File: config.mk
export PLATFORM = sky130hd
export DESIGN_NAME = polyblep_oscillator
export DESIGN_NICKNAME = d
export VERILOG_FILES = /design/src/hw/rtl/pblep_pkg.sv /design/src/hw/rtl/polyblep_oscillator.sv
export VERILOG_INCLUDE_DIRS = /design/src /design/src/hw/rtl
export SDC_FILE = /design/constraint.sdc
export NUM_CORES = 1
export LEC_CHECK = 0
export ABC_AREA = 1
export BUFFER_PORTS_ARGS = -buffer_cell sky130_fd_sc_hd__buf_2
export CELL_PAD_IN_SITES_DETAIL_PLACEMENT = 0
export CELL_PAD_IN_SITES_GLOBAL_PLACEMENT = 2
export CORE_MARGIN = 1
export CORE_UTILIZATION = 35
export CTS_BUF_LIST = sky130_fd_sc_hd__clkbuf_4
export DETAILED_ROUTE_END_ITERATION = 16
export HOLD_SLACK_MARGIN = 0.15
export PLACE_DENSITY_LB_ADDON = 0.25
export SLEW_MARGIN = 20
export SYNTH_ARGS = -nofsm -noshare
export SYNTH_HDL_FRONTEND = slang
export SYNTH_SLANG_ARGS = --single-unit
File: constraint.sdc
create_clock -name aclk -period 5.1 [get_ports aclk]
set_input_delay 0.255 -clock aclk [delete_from_list [all_inputs] [get_ports aclk]]
set_output_delay 0.255 -clock aclk [all_outputs]
set_load 0.03 [all_outputs]
File: src/hw/rtl/assert_macros.svh
// Assertion macros used by the oscillator RTL (polyblep_oscillator).
// No dependencies; compiled out when SYNTHESIS is defined.
`ifndef ASSERT_MACROS_SVH
`define ASSERT_MACROS_SVH

`ifndef SYNTHESIS

// same-cycle implication
`define PBLEP_ASSERT_AT(label, clk, rst_n, pre, post) \
    label: assert property (@(posedge clk) disable iff (!rst_n) (pre) |-> (post)) \
        else $error("%m: same-cycle check failed");

// next-cycle implication
`define PBLEP_ASSERT_NEXT(label, clk, rst_n, pre, post) \
    label: assert property (@(posedge clk) disable iff (!rst_n) (pre) |=> (post)) \
        else $error("%m: next-cycle check failed");

`else

`define PBLEP_ASSERT_AT(label, clk, rst_n, pre, post)
`define PBLEP_ASSERT_NEXT(label, clk, rst_n, pre, post)

`endif

`endif

File: src/hw/rtl/pblep_pkg.sv
`timescale 1ns / 1ps
// Types and constants of the PolyBLEP oscillator.
// No dependencies; imported by polyblep_oscillator.
package pblep_pkg;

    localparam int PHASE_BITS    = 32;
    localparam int SAMPLE_BITS   = 24;
    localparam int INC_BITS      = 31;
    localparam int RECIP_BITS    = 40;
    localparam int PW_BITS       = 16;
    localparam int VAL_BITS      = 34;   // Q.30 working value, signed
    localparam int Y_BITS        = 31;   // 1 - x, Q.30, at most 1.0
    localparam int CNT_BITS      = 5;
    localparam int IN_TDATA_BITS  = 8;
    localparam int OUT_TDATA_BITS = 32;
    localparam int CFG_IDX_BITS   = 2;
    localparam int CFG_DATA_BITS  = 40;

    localparam logic [CNT_BITS-1:0]    CNT_LAST  = CNT_BITS'(PHASE_BITS - 1);
    localparam logic [PHASE_BITS-1:0]  HALF_Q32  = {1'b1, {(PHASE_BITS-1){1'b0}}};
    localparam logic [PHASE_BITS:0]    ONE_Q32   = {1'b1, {PHASE_BITS{1'b0}}};
    localparam logic [Y_BITS-1:0]      ONE30_Y   = {1'b1, {(Y_BITS-1){1'b0}}};
    localparam logic signed [VAL_BITS-1:0] ONE30_V  = VAL_BITS'(64'sd1 << 30);
    localparam logic signed [VAL_BITS-1:0] RND_HALF = VAL_BITS'(64'sd256);
    localparam logic signed [SAMPLE_BITS:0] SAMPLE_MAX =
        (SAMPLE_BITS+1)'((64'sd1 <<< (SAMPLE_BITS-1)) - 64'sd1);
    localparam logic signed [SAMPLE_BITS:0] SAMPLE_MIN =
        (SAMPLE_BITS+1)'(-(64'sd1 <<< (SAMPLE_BITS-1)));
    localparam logic [PW_BITS-1:0] PW_RESET = 16'h8000;

    typedef enum logic [1:0] {
        WAVE_SAW    = 2'd0,
        WAVE_PULSE  = 2'd1,
        WAVE_SQUARE = 2'd2,
        WAVE_SILENT = 2'd3
    } wave_t;

    typedef enum logic [CFG_IDX_BITS-1:0] {
        CFG_WAVE  = 2'd0,
        CFG_INC   = 2'd1,
        CFG_RECIP = 2'd2,
        CFG_PW    = 2'd3
    } cfg_index_t;

    typedef enum logic [2:0] {
        ST_IDLE   = 3'd0,
        ST_SETUP  = 3'd1,
        ST_MUL1   = 3'd2,
        ST_CLAMP  = 3'd3,
        ST_MUL2   = 3'd4,
        ST_ACCUM  = 3'd5,
        ST_FINISH = 3'd6
    } state_t;

endpackage

File: src/hw/rtl/polyblep_oscillator.sv
`timescale 1ns / 1ps
// PolyBLEP band-limited oscillator: sawtooth, pulse and square with edge smoothing.
// Depends on pblep_pkg and assert_macros.svh.
//
// Usage:
//   s_* stream: one beat per output sample; s_tdata[0] is resync (clear phase first).
//   m_* stream: one beat per input beat; m_tdata[23:0] signed Q3.21 sample,
//   m_tdata[24] phase wrap flag.
//   cfg_* port: register writes (wave, increment, reciprocal, pulse width), always
//   ready; write only while the block is idle.
// Timing: one item at a time. Each edge residual runs setup, a first pass of a
//   bit-serial shift-add multiplier, a clamp, a second pass and an add.
//   Silence goes straight to the final state; a sawtooth checks one edge and
//   pulse or square two, each with or without a residual. The final state loads
//   the output register; s_tready rises in the same cycle as m_tvalid, so the
//   next beat can be taken in that same cycle.
// Reset: phase zero, sawtooth, increment and reciprocal zero, pulse width one half.
// Stall: the result sits in an output register; the next beat is accepted and
//   computed, then held in the final state until the output register frees up.
`include "assert_macros.svh"

module polyblep_oscillator (
    input  logic                                   aclk,
    input  logic                                   aresetn,
    input  logic                                   s_tvalid,
    output logic                                   s_tready,
    input  logic [pblep_pkg::IN_TDATA_BITS-1:0]    s_tdata,   // [0] resync, [7:1] zero
    output logic                                   m_tvalid,
    input  logic                                   m_tready,
    output logic [pblep_pkg::OUT_TDATA_BITS-1:0]   m_tdata,   // [23:0] sample, [24] wrapped
    input  logic                                   cfg_valid,
    output logic                                   cfg_ready,
    input  logic [pblep_pkg::CFG_IDX_BITS-1:0]     cfg_index,
    input  logic [pblep_pkg::CFG_DATA_BITS-1:0]    cfg_data
);
    import pblep_pkg::*;

    // configuration
    wave_t                  wave_reg;
    logic [INC_BITS-1:0]    inc_reg;
    logic [RECIP_BITS-1:0]  recip_reg;
    logic [PW_BITS-1:0]     pw_reg;

    // control and datapath
    state_t                 state_reg, state_next;
    logic [PHASE_BITS-1:0]  phase_reg, phase_next;
    logic                   wrap_reg, wrap_next;
    logic [PHASE_BITS-1:0]  t_reg, t_next;
    logic [PHASE_BITS-1:0]  arg_reg, arg_next;
    logic                   sel_reg, sel_next;
    logic                   neg_reg, neg_next;
    logic signed [VAL_BITS-1:0] v_reg, v_next;
    logic [RECIP_BITS-1:0]  mcand_reg, mcand_next;
    logic [RECIP_BITS-1:0]  acc_reg, acc_next;
    logic [PHASE_BITS-1:0]  lo_reg, lo_next;
    logic [CNT_BITS-1:0]    cnt_reg, cnt_next;
    logic                   out_valid_reg, out_valid_next;
    logic [SAMPLE_BITS-1:0] out_sample_reg, out_sample_next;
    logic                   out_wrap_reg, out_wrap_next;

    logic                   accept;
    logic                   out_free;
    logic [PHASE_BITS-1:0]  t_in;
    logic [PHASE_BITS:0]    phase_sum;
    logic [PHASE_BITS-1:0]  pw_q32;
    logic [PHASE_BITS-1:0]  t2;
    logic                   near_start, near_end, more_blep, op_sub;
    logic [PHASE_BITS-1:0]  d_end;
    logic [RECIP_BITS-1:0]  addend;
    logic [RECIP_BITS:0]    mul_sum;
    logic                   x_over;
    logic [Y_BITS-1:0]      q_val, y_val, sq_val;
    logic signed [VAL_BITS-1:0] sq_ext, v_acc, v_rnd, base_v;
    logic signed [SAMPLE_BITS:0] r_val;
    logic [SAMPLE_BITS-1:0] sat_val;

    assign s_tready  = (state_reg == ST_IDLE);
    assign accept    = s_tvalid && s_tready;
    assign cfg_ready = 1'b1;
    assign m_tvalid  = out_valid_reg;
    assign m_tdata   = {(OUT_TDATA_BITS-SAMPLE_BITS-1)'(0), out_wrap_reg, out_sample_reg};
    assign out_free  = !out_valid_reg || m_tready;

    // phase after optional resync, and its advance
    assign t_in      = s_tdata[0] ? '0 : phase_reg;
    assign phase_sum = {1'b0, t_in} + {{(PHASE_BITS-INC_BITS+1){1'b0}}, inc_reg};
    assign pw_q32    = (wave_reg == WAVE_PULSE) ?
                       {pw_reg, {(PHASE_BITS-PW_BITS){1'b0}}} : HALF_Q32;
    assign t2        = t_reg - pw_q32;

    always_comb begin
        case (wave_reg)
            WAVE_SAW:    base_v = $signed({3'b000, t_in[PHASE_BITS-1:1]}) - ONE30_V;
            WAVE_PULSE,
            WAVE_SQUARE: base_v = (t_in < pw_q32) ? ONE30_V : -ONE30_V;
            default:     base_v = '0;
        endcase
    end

    // residual window around the discontinuity
    assign near_start = ({1'b0, arg_reg} < {2'b00, inc_reg});
    assign near_end   = ({1'b0, arg_reg} > (ONE_Q32 - {2'b00, inc_reg}));
    assign d_end      = PHASE_BITS'(ONE_Q32 - {1'b0, arg_reg});
    assign more_blep  = ((wave_reg == WAVE_PULSE) || (wave_reg == WAVE_SQUARE)) && !sel_reg;
    assign op_sub     = (wave_reg == WAVE_SAW) || sel_reg;

    // one shift-add step: multiplier bits leave lo_reg LSB first, product bits enter at top
    assign addend  = lo_reg[0] ? mcand_reg : '0;
    assign mul_sum = {1'b0, acc_reg} + {1'b0, addend};

    // x = product >> 16, clamped to 1.0 in Q0.32; y = 1 - x in Q.30
    assign x_over = (|acc_reg[RECIP_BITS-1:17]) ||
                    (acc_reg[16] && (|{acc_reg[15:0], lo_reg[31:16]}));
    assign q_val  = x_over ? ONE30_Y : {acc_reg[16:0], lo_reg[31:18]};
    assign y_val  = ONE30_Y - q_val;

    // y*y >> 30
    assign sq_val = {acc_reg[28:0], lo_reg[31:30]};
    assign sq_ext = $signed({3'b000, sq_val});
    assign v_acc  = (neg_reg ^ op_sub) ? (v_reg - sq_ext) : (v_reg + sq_ext);

    // round half up to Q.21, then saturate
    assign v_rnd  = v_reg + RND_HALF;
    assign r_val  = v_rnd[VAL_BITS-1:9];
    always_comb begin
        if (r_val > SAMPLE_MAX) begin
            sat_val = SAMPLE_MAX[SAMPLE_BITS-1:0];
        end else if (r_val < SAMPLE_MIN) begin
            sat_val = SAMPLE_MIN[SAMPLE_BITS-1:0];
        end else begin
            sat_val = r_val[SAMPLE_BITS-1:0];
        end
    end

    // next state
    always_comb begin
        state_next = state_reg;
        case (state_reg)
            ST_IDLE: begin
                if (accept) begin
                    state_next = (wave_reg == WAVE_SILENT) ? ST_FINISH : ST_SETUP;
                end
            end
            ST_SETUP: begin
                if (near_start || near_end) begin
                    state_next = ST_MUL1;
                end else if (!more_blep) begin
                    state_next = ST_FINISH;
                end
            end
            ST_MUL1: begin
                if (cnt_reg == CNT_LAST) begin
                    state_next = ST_CLAMP;
                end
            end
            ST_CLAMP: state_next = ST_MUL2;
            ST_MUL2: begin
                if (cnt_reg == CNT_LAST) begin
                    state_next = ST_ACCUM;
                end
            end
            ST_ACCUM: state_next = more_blep ? ST_SETUP : ST_FINISH;
            ST_FINISH: begin
                if (out_free) begin
                    state_next = ST_IDLE;
                end
            end
            default: state_next = ST_IDLE;
        endcase
    end

    // datapath
    always_comb begin
        phase_next      = phase_reg;
        wrap_next       = wrap_reg;
        t_next          = t_reg;
        arg_next        = arg_reg;
        sel_next        = sel_reg;
        neg_next        = neg_reg;
        v_next          = v_reg;
        mcand_next      = mcand_reg;
        acc_next        = acc_reg;
        lo_next         = lo_reg;
        cnt_next        = cnt_reg;
        out_sample_next = out_sample_reg;
        out_wrap_next   = out_wrap_reg;
        out_valid_next  = m_tready ? 1'b0 : out_valid_reg;
        case (state_reg)
            ST_IDLE: begin
                if (accept) begin
                    phase_next = phase_sum[PHASE_BITS-1:0];
                    wrap_next  = phase_sum[PHASE_BITS];
                    t_next     = t_in;
                    arg_next   = t_in;
                    sel_next   = 1'b0;
                    v_next     = base_v;
                end
            end
            ST_SETUP: begin
                if (near_start || near_end) begin
                    neg_next   = near_start;
                    lo_next    = near_start ? arg_reg : d_end;
                    mcand_next = recip_reg;
                    acc_next   = '0;
                    cnt_next   = '0;
                end else if (more_blep) begin
                    sel_next = 1'b1;
                    arg_next = t2;
                end
            end
            ST_MUL1, ST_MUL2: begin
                acc_next = mul_sum[RECIP_BITS:1];
                lo_next  = {mul_sum[0], lo_reg[PHASE_BITS-1:1]};
                cnt_next = cnt_reg + 1'b1;
            end
            ST_CLAMP: begin
                mcand_next = {{(RECIP_BITS-Y_BITS){1'b0}}, y_val};
                lo_next    = {{(PHASE_BITS-Y_BITS){1'b0}}, y_val};
                acc_next   = '0;
                cnt_next   = '0;
            end
            ST_ACCUM: begin
                v_next = v_acc;
                if (more_blep) begin
                    sel_next = 1'b1;
                    arg_next = t2;
                end
            end
            ST_FINISH: begin
                if (out_free) begin
                    out_valid_next  = 1'b1;
                    out_sample_next = sat_val;
                    out_wrap_next   = wrap_reg;
                end
            end
            default: ;
        endcase
    end

    always_ff @(posedge aclk) begin
        if (!aresetn) begin
            wave_reg  <= WAVE_SAW;
            inc_reg   <= '0;
            recip_reg <= '0;
            pw_reg    <= PW_RESET;
        end else if (cfg_valid && cfg_ready) begin
            case (cfg_index_t'(cfg_index))
                CFG_WAVE:  wave_reg  <= wave_t'(cfg_data[1:0]);
                CFG_INC:   inc_reg   <= cfg_data[INC_BITS-1:0];
                CFG_RECIP: recip_reg <= cfg_data[RECIP_BITS-1:0];
                CFG_PW:    pw_reg    <= cfg_data[PW_BITS-1:0];
                default: ;
            endcase
        end
    end

    always_ff @(posedge aclk) begin
        if (!aresetn) begin
            state_reg     <= ST_IDLE;
            phase_reg     <= '0;
            out_valid_reg <= 1'b0;
            cnt_reg       <= '0;
        end else begin
            state_reg     <= state_next;
            phase_reg     <= phase_next;
            out_valid_reg <= out_valid_next;
            cnt_reg       <= cnt_next;
        end
    end

    always_ff @(posedge aclk) begin
        wrap_reg       <= wrap_next;
        t_reg          <= t_next;
        arg_reg        <= arg_next;
        sel_reg        <= sel_next;
        neg_reg        <= neg_next;
        v_reg          <= v_next;
        mcand_reg      <= mcand_next;
        acc_reg        <= acc_next;
        lo_reg         <= lo_next;
        out_sample_reg <= out_sample_next;
        out_wrap_reg   <= out_wrap_next;
    end

    `PBLEP_ASSERT_NEXT(a_busy_after_accept, aclk, aresetn, accept, !s_tready)
    `PBLEP_ASSERT_AT(a_mul_full_pass, aclk, aresetn,
        (state_reg == ST_MUL1 || state_reg == ST_MUL2) && (state_next != state_reg),
        cnt_reg == CNT_LAST)
    `PBLEP_ASSERT_AT(a_y_bounded, aclk, aresetn, state_reg == ST_CLAMP, y_val <= ONE30_Y)
    `PBLEP_ASSERT_NEXT(a_result_loaded, aclk, aresetn,
        (state_reg == ST_FINISH) && (state_next == ST_IDLE), m_tvalid)

endmodule
==> impl_metrics.csv, run 1 <==
group,metric,value,unit
clocking,cts_sinks,368,
drt,drcViolationCount,0,
worst_setup_path,crit_chain,"inv_1 -> ha_1 -> nand3_1 -> nor2_1 -> nand4_1 -> nor2_2 -> nand3_1 -> nor2_1 -> nand3_1 -> nor3_1 -> o22ai_1 -> ha_1 -> nand2_1 -> nor2_1 -> nand3_1 -> nor2_1 -> a21oi_1 -> nand2_1 -> nand2_1 -> nand2_1 -> nand2_1 -> buf_4 -> buf_4",
clocking,ctsLongestPathBuffers,3,
sta,fin_hold_ws,0.2398,ns
worst_setup_path,crit_top_cell,"nand2_1",
floorplanning,dieArea,79160,µm²
min_path,hold_path_depth,5,
floorplanning,die_x,281.4,µm
worst_setup_path,r2r-start,"inc_reg[1]",
power,vdd_drop_max,266.1,µV
worst_setup_path,critPathLaunch,"inc_reg[1]",
place,postPlaceCellArea,28890,µm²
synthesis,synthFlopType,"edfxtp_1",
global_routing,grt_pass1_vias,25070,
sta,period_share,0.9134,
clocking,cts_htree_levels,3,
synthesis,synth.most_common_cell,"nand2_1",
clocking,cts.reportedPaths.clkPinSlew,0.08,ns
sta,tns,0,ns
sta,worstMarginPinSlew,1.044,ns
global_routing,grt.total_usage,0.2616,
synthesis,yosys-top-cells-count,"778 x nand2_1, 484 x inv_1, 443 x nor2_1, 318 x o21ai_0, 314 x a21oi_1",
sta,fin_crit,4.658,ns
synthesis,syn_inst,3741,
worst_setup_path,rr_worst_depth,23,
final_layout,design_area,31610,µm²
synthesis,ys_async_sr_fraction,0,
sta,finalHoldViolations,0,
synthesis,synthMuxAreaShare,0,
synthesis,synth.distinct_cells,64,
flow_run,max-cap-violations,0,
sta,fmax,0.2147,GHz
drt,routed_wl,104100,µm
min_path,hold_class,"in2reg",
clocking,cts_root_buf,"clkbuf_4",
clocking,cts_tree,"yes",
global_routing,grt_max_degree,64,
worst_setup_path,critPathSlowestCell,"buf_4",
final_layout,nFillCells,8360,
worst_setup_path,critPathMaxStageDelay,0.35,ns
worst_setup_path,worstPathRequired,5.63,ns
drt,wl_per_cell,20.28,µm
min_path,hold_start,"m_tready",
drt,via_per_inst,5.064,
synthesis,synthXorXnorAreaFrac,0.03816,
place,port_buffers,74,
synthesis,synthSimpleGateAreaFrac,0.2528,
clocking,cts_buffers,110,
worst_setup_path,crit_type,"reg2reg",
clocking,clkLatencyLatePin,0.94,ns
worst_setup_path,startpoint_type,"register",
floorplanning,ioPinCount,90,
final_layout,fin_cells,5132,
worst_setup_path,crit_family,"simple AND/OR/NAND/NOR gates",
sta,slew_viol_final,0,
global_routing,grt-ovfl-total,0,
place,gp_congestion,0.9079,
final_layout,area_growth,15.72,%
drt,dr.pass1.iters,5,
floorplanning,start_util,0.3532,
power,powerDensity,564.5,nW/µm²
sta,finalSetupViolations,0,
synthesis,synth_area_leaders,"edfxtp_1 26%, nand2_1 11%, dfxtp_1 9.5%",
sta,fin_worst_skew,0.1194,ns
power,p_leak,0.01459,µW
synthesis,synth_top_cell_by_area,"edfxtp_1",
synthesis,synth_top_family_by_area,"simple AND/OR/NAND/NOR gates",
sta,slew_headroom,0.3011,
final_layout,drive_above_1_share,0.09807,
synthesis,avgSynthCellArea,7.302,µm²
global_routing,grt_pass1_wl,155500,µm
place,placedCellCount,4797,
floorplanning,rows,102,
sta,rsz0062_at_grt,"no",
global_routing,grt_antenna_before_repair,4,
worst_setup_path,worstPathArrival,5.19,ns
drt,drt_iter0_markers,1928,
drt,vias,25990,
synthesis,synth-edff-count,238,
synthesis,syn_area,27310,µm²
worst_setup_path,critPathMaxFanout,24,
floorplanning,fp.dieH,281.4,µm
final_layout,num-nets-final,4261,
synthesis,synth_fa_ha_area_frac,0.09729,
place,dpl.hpwl,80450,µm
synthesis,synthDominantCellAreaShare,0.2616,
synthesis,synth_compound_area_frac,0.1663,
synthesis,ys_warn_count,0,
run_status,outcome,"finished, final reports clean",
worst_setup_path,critPathBufInv,3,
drt,detail-route-antenna-nets,0,
synthesis,ys_ff_latch,368,
synthesis,ys_seq_area_frac,0.3569,
worst_setup_path,end_kind,"register",
worst_setup_path,path_depth,23,
floorplanning,core-area,77340,µm²
## metal layers
layer,routed length (µm),GRT usage
met5,0,0
met4,2667,0.07177
met3,4543,0.03223
met2,48550,0.4341
met1,48290,0.3564
## repair_timing
action,CTS,global route
setup buffers,0,0
setup endpoints to repair,0,27
resized for setup,0,1
hold buffers,127,0
hold endpoints to repair,137,0
## stage by stage
step                      setup slack, ns  power [µW]    util
final                              0.4415       17840  0.4087
after global routing              0.05670       19360  0.4087
after CTS                          0.3408       17960  0.4086
after detailed placement           0.4095       14770  0.3735
after global placement             0.4469       14790  0.3735
after floorplan                    0.3265       11520       -
## cells by family after synthesis
family                     after synthesis
AOI/OAI and AO/OA                      814
xor gates and xnor gates               119
adders and majority gates              210
buffers and inverters                  609
DFF                                    368
other                                    2
and+or+nand+nor                       1619
## report_power, final
| group | leakage [µW] | switching (µW) | total (µW) | internal, µW |
|---|---|---|---|---|
| clock network | 0.000867 | 1450 | 2990 | 1540 |
| logic | 0.0104 | 6410 | 9450 | 3040 |
| registers | 0.00335 | 990 | 5410 | 4420 |
## cell usage in the layout, fill, tap and decap left out, types with 42 or more instances in the layout
| master | Yosys | routed |
|---|---|---|
| inv_1 | 484 | 482 |
| dfxtp_1 | 130 | 130 |
| nand3_1 | 213 | 212 |
| edfxtp_1 | 238 | 238 |
| nor3_1 | 42 | 42 |
| xor2_1 | 86 | 85 |
| buf_2 | 7 | 74 |
| clkbuf_4 | 0 | 173 |
| dlygate4sd3_1 | 0 | 127 |
| a21oi_1 | 314 | 313 |
| ha_1 | 206 | 206 |
| nor2_1 | 443 | 436 |
| o21ai_0 | 318 | 318 |
| nand2_1 | 778 | 777 |
## final cells by class
cell class | instances | area (µm²) | area share
multi-input cells | 2770 | 15220 | 0.4815
diodes | 3 | 7.507 | 0.0002375
flip-flops and latches | 368 | 9749 | 0.3084
clock inverters | 32 | 143.9 | 0.004552
well taps | 1040 | 1301 | 0.04117
repair buffers | 245 | 2009 | 0.06357
clock buffers | 173 | 1299 | 0.04109
inverters | 501 | 1881 | 0.05949
## worst paths after layout
kind | slack (ns) | end
worst max register to register | 0.44 | mcand_reg[32]
worst min-delay path | 0.24 | m_tvalid
worst max-delay path | 0.44 | mcand_reg[32]
worst min register to register | 0.46 | recip_reg[34]
## worst register-to-register path, cell delays in order, from the launching register on
cell and delay (ns):
dfxtp_1 0.32, inv_1 0.15, ha_1 0.22, nand3_1 0.15, nor2_1 0.24, nand4_1 0.28
nor2_2 0.29, nand3_1 0.16, nor2_1 0.21, nand3_1 0.16, nor3_1 0.16, o22ai_1 0.09
ha_1 0.30, nand2_1 0.14, nor2_1 0.07, nand3_1 0.09, nor2_1 0.04, a21oi_1 0.11
nand2_1 0.20, nand2_1 0.11, nand2_1 0.09, nand2_1 0.08, buf_4 0.26, buf_4 0.36
Power figures use the tool's default switching activity.
==> run 2, diff against run 1 <==
--- a/config.mk
+++ b/config.mk
@@ -15,7 +15,9 @@
 export CTS_BUF_LIST = sky130_fd_sc_hd__clkbuf_4
 export DETAILED_ROUTE_END_ITERATION = 16
 export HOLD_SLACK_MARGIN = 0.15
-export PLACE_DENSITY_LB_ADDON = 0.25
+export PLACE_DENSITY = 0.86
+export RECOVER_POWER = 100
+export SETUP_SLACK_MARGIN = 0.3
 export SLEW_MARGIN = 20
 export SYNTH_ARGS = -nofsm -noshare
 export SYNTH_HDL_FRONTEND = slang
==> run 2 against run 1 <==
The run now ends with max-capacitance violations, max-slew violations left. Via count increased by 0.32%. Combinational power decreased by 2.1%. Clock power about the same. Fmax increased by 0.73%. First-iteration DRC count increased by 3.3%. Clock-buffer cell count decreased by 26. Power decreased by 1.1%. Largest cell class unchanged. Highest routed layer is now met5.
==> impl_metrics.csv, run 2 (same netlist as run 1, synthesis figures left out) <==
group,metric,value,unit
final_layout,drive_above_1_share,0.07832,
floorplanning,core-area,77340,µm²
drt,top_layer_used,"met5",
drt,dr_wl_met2,45640,µm
global_routing,grt-ovfl-total,0,
global_routing,grt.total_usage,0.2497,
sta,slew_headroom,-0.6954,
final_layout,final_cell_mix,"779 x nand2_1, 484 x inv_1, 445 x nor2_1",
global_routing,grt_pass1_vias,24810,
sta,worstMarginPinSlew,2.543,ns
drt,drt_iter0_markers,1991,
clocking,cts_root_buf,"clkbuf_4",
final_layout,area_growth,15.00,%
power,power,17640,µW
clocking,cts_tree,"yes",
drt,wl_per_cell,19.45,µm
sta,fin_worst_skew,0.09055,ns
worst_setup_path,critPathLaunch,"lo_reg[30]",
power,vdd_drop_max,251.8,µV
sta,fmax,0.2162,GHz
clocking,cts_htree_levels,3,
drt,dr.pass1.iters,6,
clocking,ctsLongestPathBuffers,3,
floorplanning,rows,102,
sta,period_share,0.9068,
worst_setup_path,crit_type,"reg2reg",
sta,fin_crit,4.625,ns
global_routing,grt_pass1_wl,150000,µm
worst_setup_path,worstPathRequired,5.69,ns
drt,vias,26070,
clocking,cts_buffers,110,
sta,finalHoldViolations,0,
drt,wl_met3,4988,µm
floorplanning,start_util,0.3532,
clocking,clkLatencyLatePin,0.93,ns
drt,drcViolationCount,0,
final_layout,nFillCells,8275,
flow_run,max-cap-violations,6,
floorplanning,dieArea,79160,µm²
power,p_leak,0.01440,µW
place,gp_congestion,0.9265,
sta,tns,0,ns
min_path,hold_class,"in2reg",
global_routing,grt_max_degree,61,
clocking,cts.reportedPaths.clkPinSlew,0.07,ns
floorplanning,fp.dieH,281.4,µm
min_path,hold_start,"cfg_data[29]",
place,port_buffers,74,
sta,rsz0062_at_grt,"no",
clocking,post-cts-setup-buffer-count,0,
worst_setup_path,worstPathArrival,5.22,ns
power,powerDensity,561.6,nW/µm²
clocking,cts_sinks,368,
drt,detail-route-antenna-nets,0,
sta,finalSetupViolations,0,
drt,via_per_inst,5.081,
sta,slew_viol_final,250,
worst_setup_path,end_kind,"register",
run_status,violations,"max-capacitance violations, max-slew violations",
final_layout,layout_commonest_cell,"nand2_1",
final_layout,post-route-util,0.4062,
drt,wl_met1,46130,µm
run_status,outcome,"finished with violations",
worst_setup_path,r2r-start,"lo_reg[30]",
drt,routed_wl,99810,µm
final_layout,num-nets-final,4258,
global_routing,grt_antenna_before_repair,3,
worst_setup_path,startpoint_type,"register",
place,dpl.hpwl,76770,µm
worst_setup_path,critPathMaxFanout,35,
floorplanning,die_x,281.4,µm
floorplanning,ioPinCount,90,
-- run 2: changes by cell type in the layout (fill, tap and decap cells not counted), moves of 4 or more --
cell      before  now
o21ai_0      318  323
clkinv_2       3   13
nor2_2        19   13
buf_4         41   22
inv_2         14    8
nor2_1       436  445
clkbuf_4     173  148
buf_2         74   46
o21ai_1       14   10
clkbuf_1       0   41
clkinv_1      30   47
-- run 2: per-stage QoR --
step,hold slack [ns],instances,cell area [µm²],worst slack (ns)
finish,0.2124,5131,31410,0.4752
global route,0.2242,5128,31410,0.1770
CTS,0.1509,5126,31580,0.6078
detailed placement,0.4072,4793,28870,0.7009
global placement,0.4106,4793,28870,0.7108
floorplan,0.3813,3747,27340,0.3265
-- run 2: worst paths after layout --
| check | to | slack [ns] | cells after the start |
|---|---|---|---|
| worst min-delay path | inc_reg[29] | 0.21 | 4 |
| worst max register to register | mcand_reg[18] | 0.48 | 14 |
| worst max-delay path | mcand_reg[18] | 0.48 | 14 |
| worst min register to register | recip_reg[32] | 0.46 | 2 |
-- run 2: where the power goes --
part / total, µW / internal [µW] / switching [µW]
combinational: 9250 / 2980 / 6270
sequential: 5390 / 4430 / 967
clock: 3000 / 1510 / 1490
total: 17600 / 8920 / 8730
-- run 2: what timing repair did --
| action | 4_1_cts | 5_1_grt |
|---|---|---|
| hold endpoints to repair | 140 | 0 |
| hold buffers | 128 | 0 |
| setup endpoints to repair | 0 | 90 |
| resized for setup | 0 | 3 |
-- run 2: worst max-delay path, cell delays in order, from the launching register on --
cell      delay, ns
edfxtp_1       0.55
inv_1          0.20
ha_1           0.30
nand3_1        0.12
nor2_1         0.05
nand3_1        0.20
o21ai_0        0.12
nand2_1        1.00
a21oi_1        0.28
inv_1          0.12
nand3_1        0.21
nor2_1         0.57
nand3_1        0.14
nand3_1        0.20
nand2_1        0.20
-- run 2: area by class of cell --
type,count,area (µm²),share of cell area
tap,1040,1301,0.04142
timing repair buffer,242,1903,0.06058
antenna,5,12.51,0.0003983
multi-input combinational,2770,15130,0.4817
clock inverter,58,330.3,0.01052
sequential,368,9749,0.3104
clock buffer,147,1104,0.03513
inverter,501,1881,0.05987
-- run 2: routing by layer --
| metal | GRT usage | up-vias |
|---|---|---|
| met5 | 0 | - |
| met4 | 0.07915 | 2 |
| met3 | 0.03232 | 159 |
| met2 | 0.4045 | 720 |
| met1 | 0.3434 | 12060 |
| li1 | - | 13130 |
==> run 3, diff against run 2 <==
--- a/config.mk
+++ b/config.mk
@@ -6,16 +6,15 @@
 export SDC_FILE = /design/constraint.sdc
 export NUM_CORES = 1
 export LEC_CHECK = 0
-export ABC_AREA = 1
 export BUFFER_PORTS_ARGS = -buffer_cell sky130_fd_sc_hd__buf_2
 export CELL_PAD_IN_SITES_DETAIL_PLACEMENT = 0
 export CELL_PAD_IN_SITES_GLOBAL_PLACEMENT = 2
 export CORE_MARGIN = 1
-export CORE_UTILIZATION = 35
+export CORE_UTILIZATION = 37
 export CTS_BUF_LIST = sky130_fd_sc_hd__clkbuf_4
 export DETAILED_ROUTE_END_ITERATION = 16
 export HOLD_SLACK_MARGIN = 0.15
-export PLACE_DENSITY = 0.86
+export PLACE_DENSITY = 0.85
 export RECOVER_POWER = 100
 export SETUP_SLACK_MARGIN = 0.3
 export SLEW_MARGIN = 20
==> run 3 against run 2 <==
The flow still finishes with violations (max-capacitance violations, max-slew violations). Utilization increased by 3.5 points. Sequential cell count unchanged. Critical endpoint is now cnt_reg[2]. Cell count decreased by 20%. Synthesized cell count fell by 24%. Clock skew fell by 0.034 ns. Global-route usage about the same. Power shrank 3.1%. Clock-buffer cell count up 7. Wire length fell by 11%. Via count decreased by 13%. Combinational power is 5.5% lower. Critical path depth up 10. Largest cell class unchanged.
==> impl_metrics.csv, run 3 <==
group,metric,value,unit
global_routing,grt_pass1_wl,131600,µm
sta,finalSetupViolations,0,
floorplanning,fp.dieH,262.7,µm
worst_setup_path,critPathMaxFanout,7,
synthesis,synthXorXnorAreaFrac,0.07350,
sta,finalHoldViolations,0,
sta,fin_crit,4.875,ns
clocking,clkLatencyLatePin,0.92,ns
global_routing,grt_antenna_before_repair,5,
drt,via_per_inst,5.530,
drt,dr.pass1.iters,6,
sta,slew_headroom,-0.4721,
synthesis,synth.distinct_cells,77,
synthesis,yosys-top-cells-count,"474 x nand2_1, 238 x edfxtp_1, 206 x ha_1, 173 x nor2_1, 173 x o21ai_0",
drt,detail-route-antenna-nets,0,
global_routing,grt.total_usage,0.2498,
run_status,outcome,"finished with violations",
power,power,17090,µW
synthesis,ys_seq_area_frac,0.3878,
global_routing,grt-ovfl-total,0,
synthesis,synthDominantCellAreaShare,0.2842,
place,port_buffers,74,
drt,vias,22620,
flow_run,max-cap-violations,5,
final_layout,post-route-util,0.4413,
synthesis,avgSynthCellArea,8.810,µm²
synthesis,ys_async_sr_fraction,0,
synthesis,synth.most_common_cell,"nand2_1",
worst_setup_path,end_kind,"register",
min_path,hold_class,"in2reg",
clocking,cts_buffers,105,
sta,fmax,0.2051,GHz
clocking,cts_root_buf,"clkbuf_4",
floorplanning,ioPinCount,90,
place,dpl.hpwl,66550,µm
synthesis,synthMuxAreaShare,0.004180,
synthesis,synth_area_leaders,"edfxtp_1 28%, dfxtp_1 10%, ha_1 10%",
synthesis,syn_area,25140,µm²
synthesis,synth_compound_area_frac,0.1874,
synthesis,ys_ff_latch,368,
worst_setup_path,worstPathRequired,5.91,ns
global_routing,grt_max_degree,75,
power,powerDensity,576.6,nW/µm²
clocking,cts_htree_levels,3,
clocking,cts_sinks,368,
final_layout,area_growth,17.87,%
synthesis,syn_inst,2854,
power,vdd_drop_max,229.2,µV
sta,rsz0062_at_grt,"yes",
floorplanning,die_x,262.7,µm
drt,routed_wl,88620,µm
final_layout,num-nets-final,3393,
synthesis,synthSimpleGateAreaFrac,0.2063,
place,gp_congestion,0.9376,
clocking,cts_tree,"yes",
final_layout,drive_above_1_share,0.1205,
worst_setup_path,startpoint_type,"register",
synthesis,synth-edff-count,238,
synthesis,synth_top_family_by_area,"simple AND/OR/NAND/NOR gates",
synthesis,synth_top_cell_by_area,"edfxtp_1",
drt,drt_iter0_markers,1767,
synthesis,synth_fa_ha_area_frac,0.1057,
floorplanning,dieArea,69000,µm²
final_layout,layout_commonest_cell,"nand2_1",
final_layout,seqCellArea,9752,µm²
final_layout,nFillCells,6588,
run_status,violations,"max-capacitance violations, max-slew violations",
final_layout,final_cell_mix,"470 x nand2_1, 238 x edfxtp_1, 206 x ha_1",
floorplanning,start_util,0.3744,
worst_setup_path,worstPathArrival,5.68,ns
floorplanning,rows,95,
sta,slew_viol_final,231,
power,p_leak,0.01177,µW
floorplanning,core-area,67160,µm²
sta,period_share,0.9558,
synthesis,ys_warn_count,0,
clocking,cts.reportedPaths.clkPinSlew,0.07,ns
synthesis,synthFlopType,"edfxtp_1",
worst_setup_path,crit_type,"reg2reg",
sta,worstMarginPinSlew,2.208,ns
drt,drcViolationCount,0,
drt,wl_per_cell,21.67,µm
global_routing,grt_pass1_vias,21410,
sta,fin_worst_skew,0.05679,ns
final_layout,multi_input_area,14780,µm²
clocking,ctsLongestPathBuffers,3,
[run 3: cell types whose count changed after synthesis, moves of 66 or more]
cell / delta
nand3_1: -127
xnor2_1: +100
inv_1: -387
and2_1: +69
nor2_1: -270
a21oi_1: -154
o21ai_0: -145
nand2_1: -304
nor2b_1: +66
a21boi_0: +97
[run 3: routing by layer]
metal | GRT usage | vias to the layer above | routed length [µm]
met2 | 0.3917 | 782 | 39690
met1 | 0.3419 | 10810 | 39580
met4 | 0.1014 | 0 | 3812
li1 | - | 10830 | -
met5 | 0 | - | 0
met3 | 0.04029 | 193 | 5535
[run 3: kinds of logic after synthesis]
logic type	count (synthesis)
AND/OR/NAND/NOR	1102
AO/OA/AOI/OAI	727
flip-flops	368
buffers and inverters	224
XOR/XNOR	211
adder cells (fa/ha/maj)	210
multiplexers	10
other	2
[run 3: repair_timing]
item	4_1_cts	5_1_grt
setup endpoints to repair	144	155
hold endpoints to repair	162	0
gates cloned	0	16
pin swaps	7	16
hold buffers	83	0
gates resized for setup	14	35
setup buffers	18	16
[run 3: cell type report]
cell class	count	area share
inverter	97	0.01229
clock buffer	154	0.03901
antenna	6	0.0005066
multi-input combinational	2268	0.4986
timing repair buffer	288	0.07600
sequential	368	0.3291
tap	873	0.03686
clock inverter	36	0.007642
[run 3: where the power goes]
| part | leakage, µW | internal, µW | switching [µW] |
|---|---|---|---|
| sequential | 0.00333 | 4360 | 1050 |
| clock | 0.000834 | 1530 | 1400 |
| combinational | 0.00761 | 3610 | 5130 |
[run 3: metrics by stage]
step	cells	TNS (ns)	instance area, µm²	hold slack [ns]	setup slack, ns
2_1_floorplan	2860	0	25260	0.3790	0.2973
3_3_place_gp	3761	0	26950	0.4471	0.1121
3_5_place_dp	3761	0	26950	0.4393	0.06454
4_1_cts	4052	0	29380	0.1504	0.2232
5_1_grt	4090	-0.01889	29630	0.1400	-0.01889
6_report	4090	0	29630	0.2082	0.2254
[run 3: critical path, stage by stage (launching register included)]
cell	delay [ns]
dfxtp_2	0.32
or3_4	0.40
nor3_4	0.16
nand2_2	0.11
or3_4	0.36
nor4_4	0.25
nand2_2	0.12
nor4_4	0.19
nand2_2	0.13
or3_4	0.39
nor2_2	0.10
xnor2_1	0.13
ha_1	0.26
a21o_1	0.18
a21oi_2	0.15
o21ai_2	0.07
nor2_1	0.11
o2111ai_2	0.17
a22oi_2	0.28
clkbuf_4	0.18
clkbuf_2	0.15
a21oi_4	0.07
buf_12	0.17
buf_6	0.14
nor3b_2	0.19
[run 3: final timing paths]
| check | from | end | slack [ns] | cells after the start |
|---|---|---|---|---|
| setup / recovery | inc_reg[2] | cnt_reg[2] | 0.23 | 24 |
| hold / removal | cfg_data[20] | inc_reg[20] | 0.21 | 4 |
| setup reg to reg | inc_reg[2] | cnt_reg[2] | 0.23 | 24 |
| hold reg to reg | wrap_reg | out_wrap_reg | 0.46 | 0 |
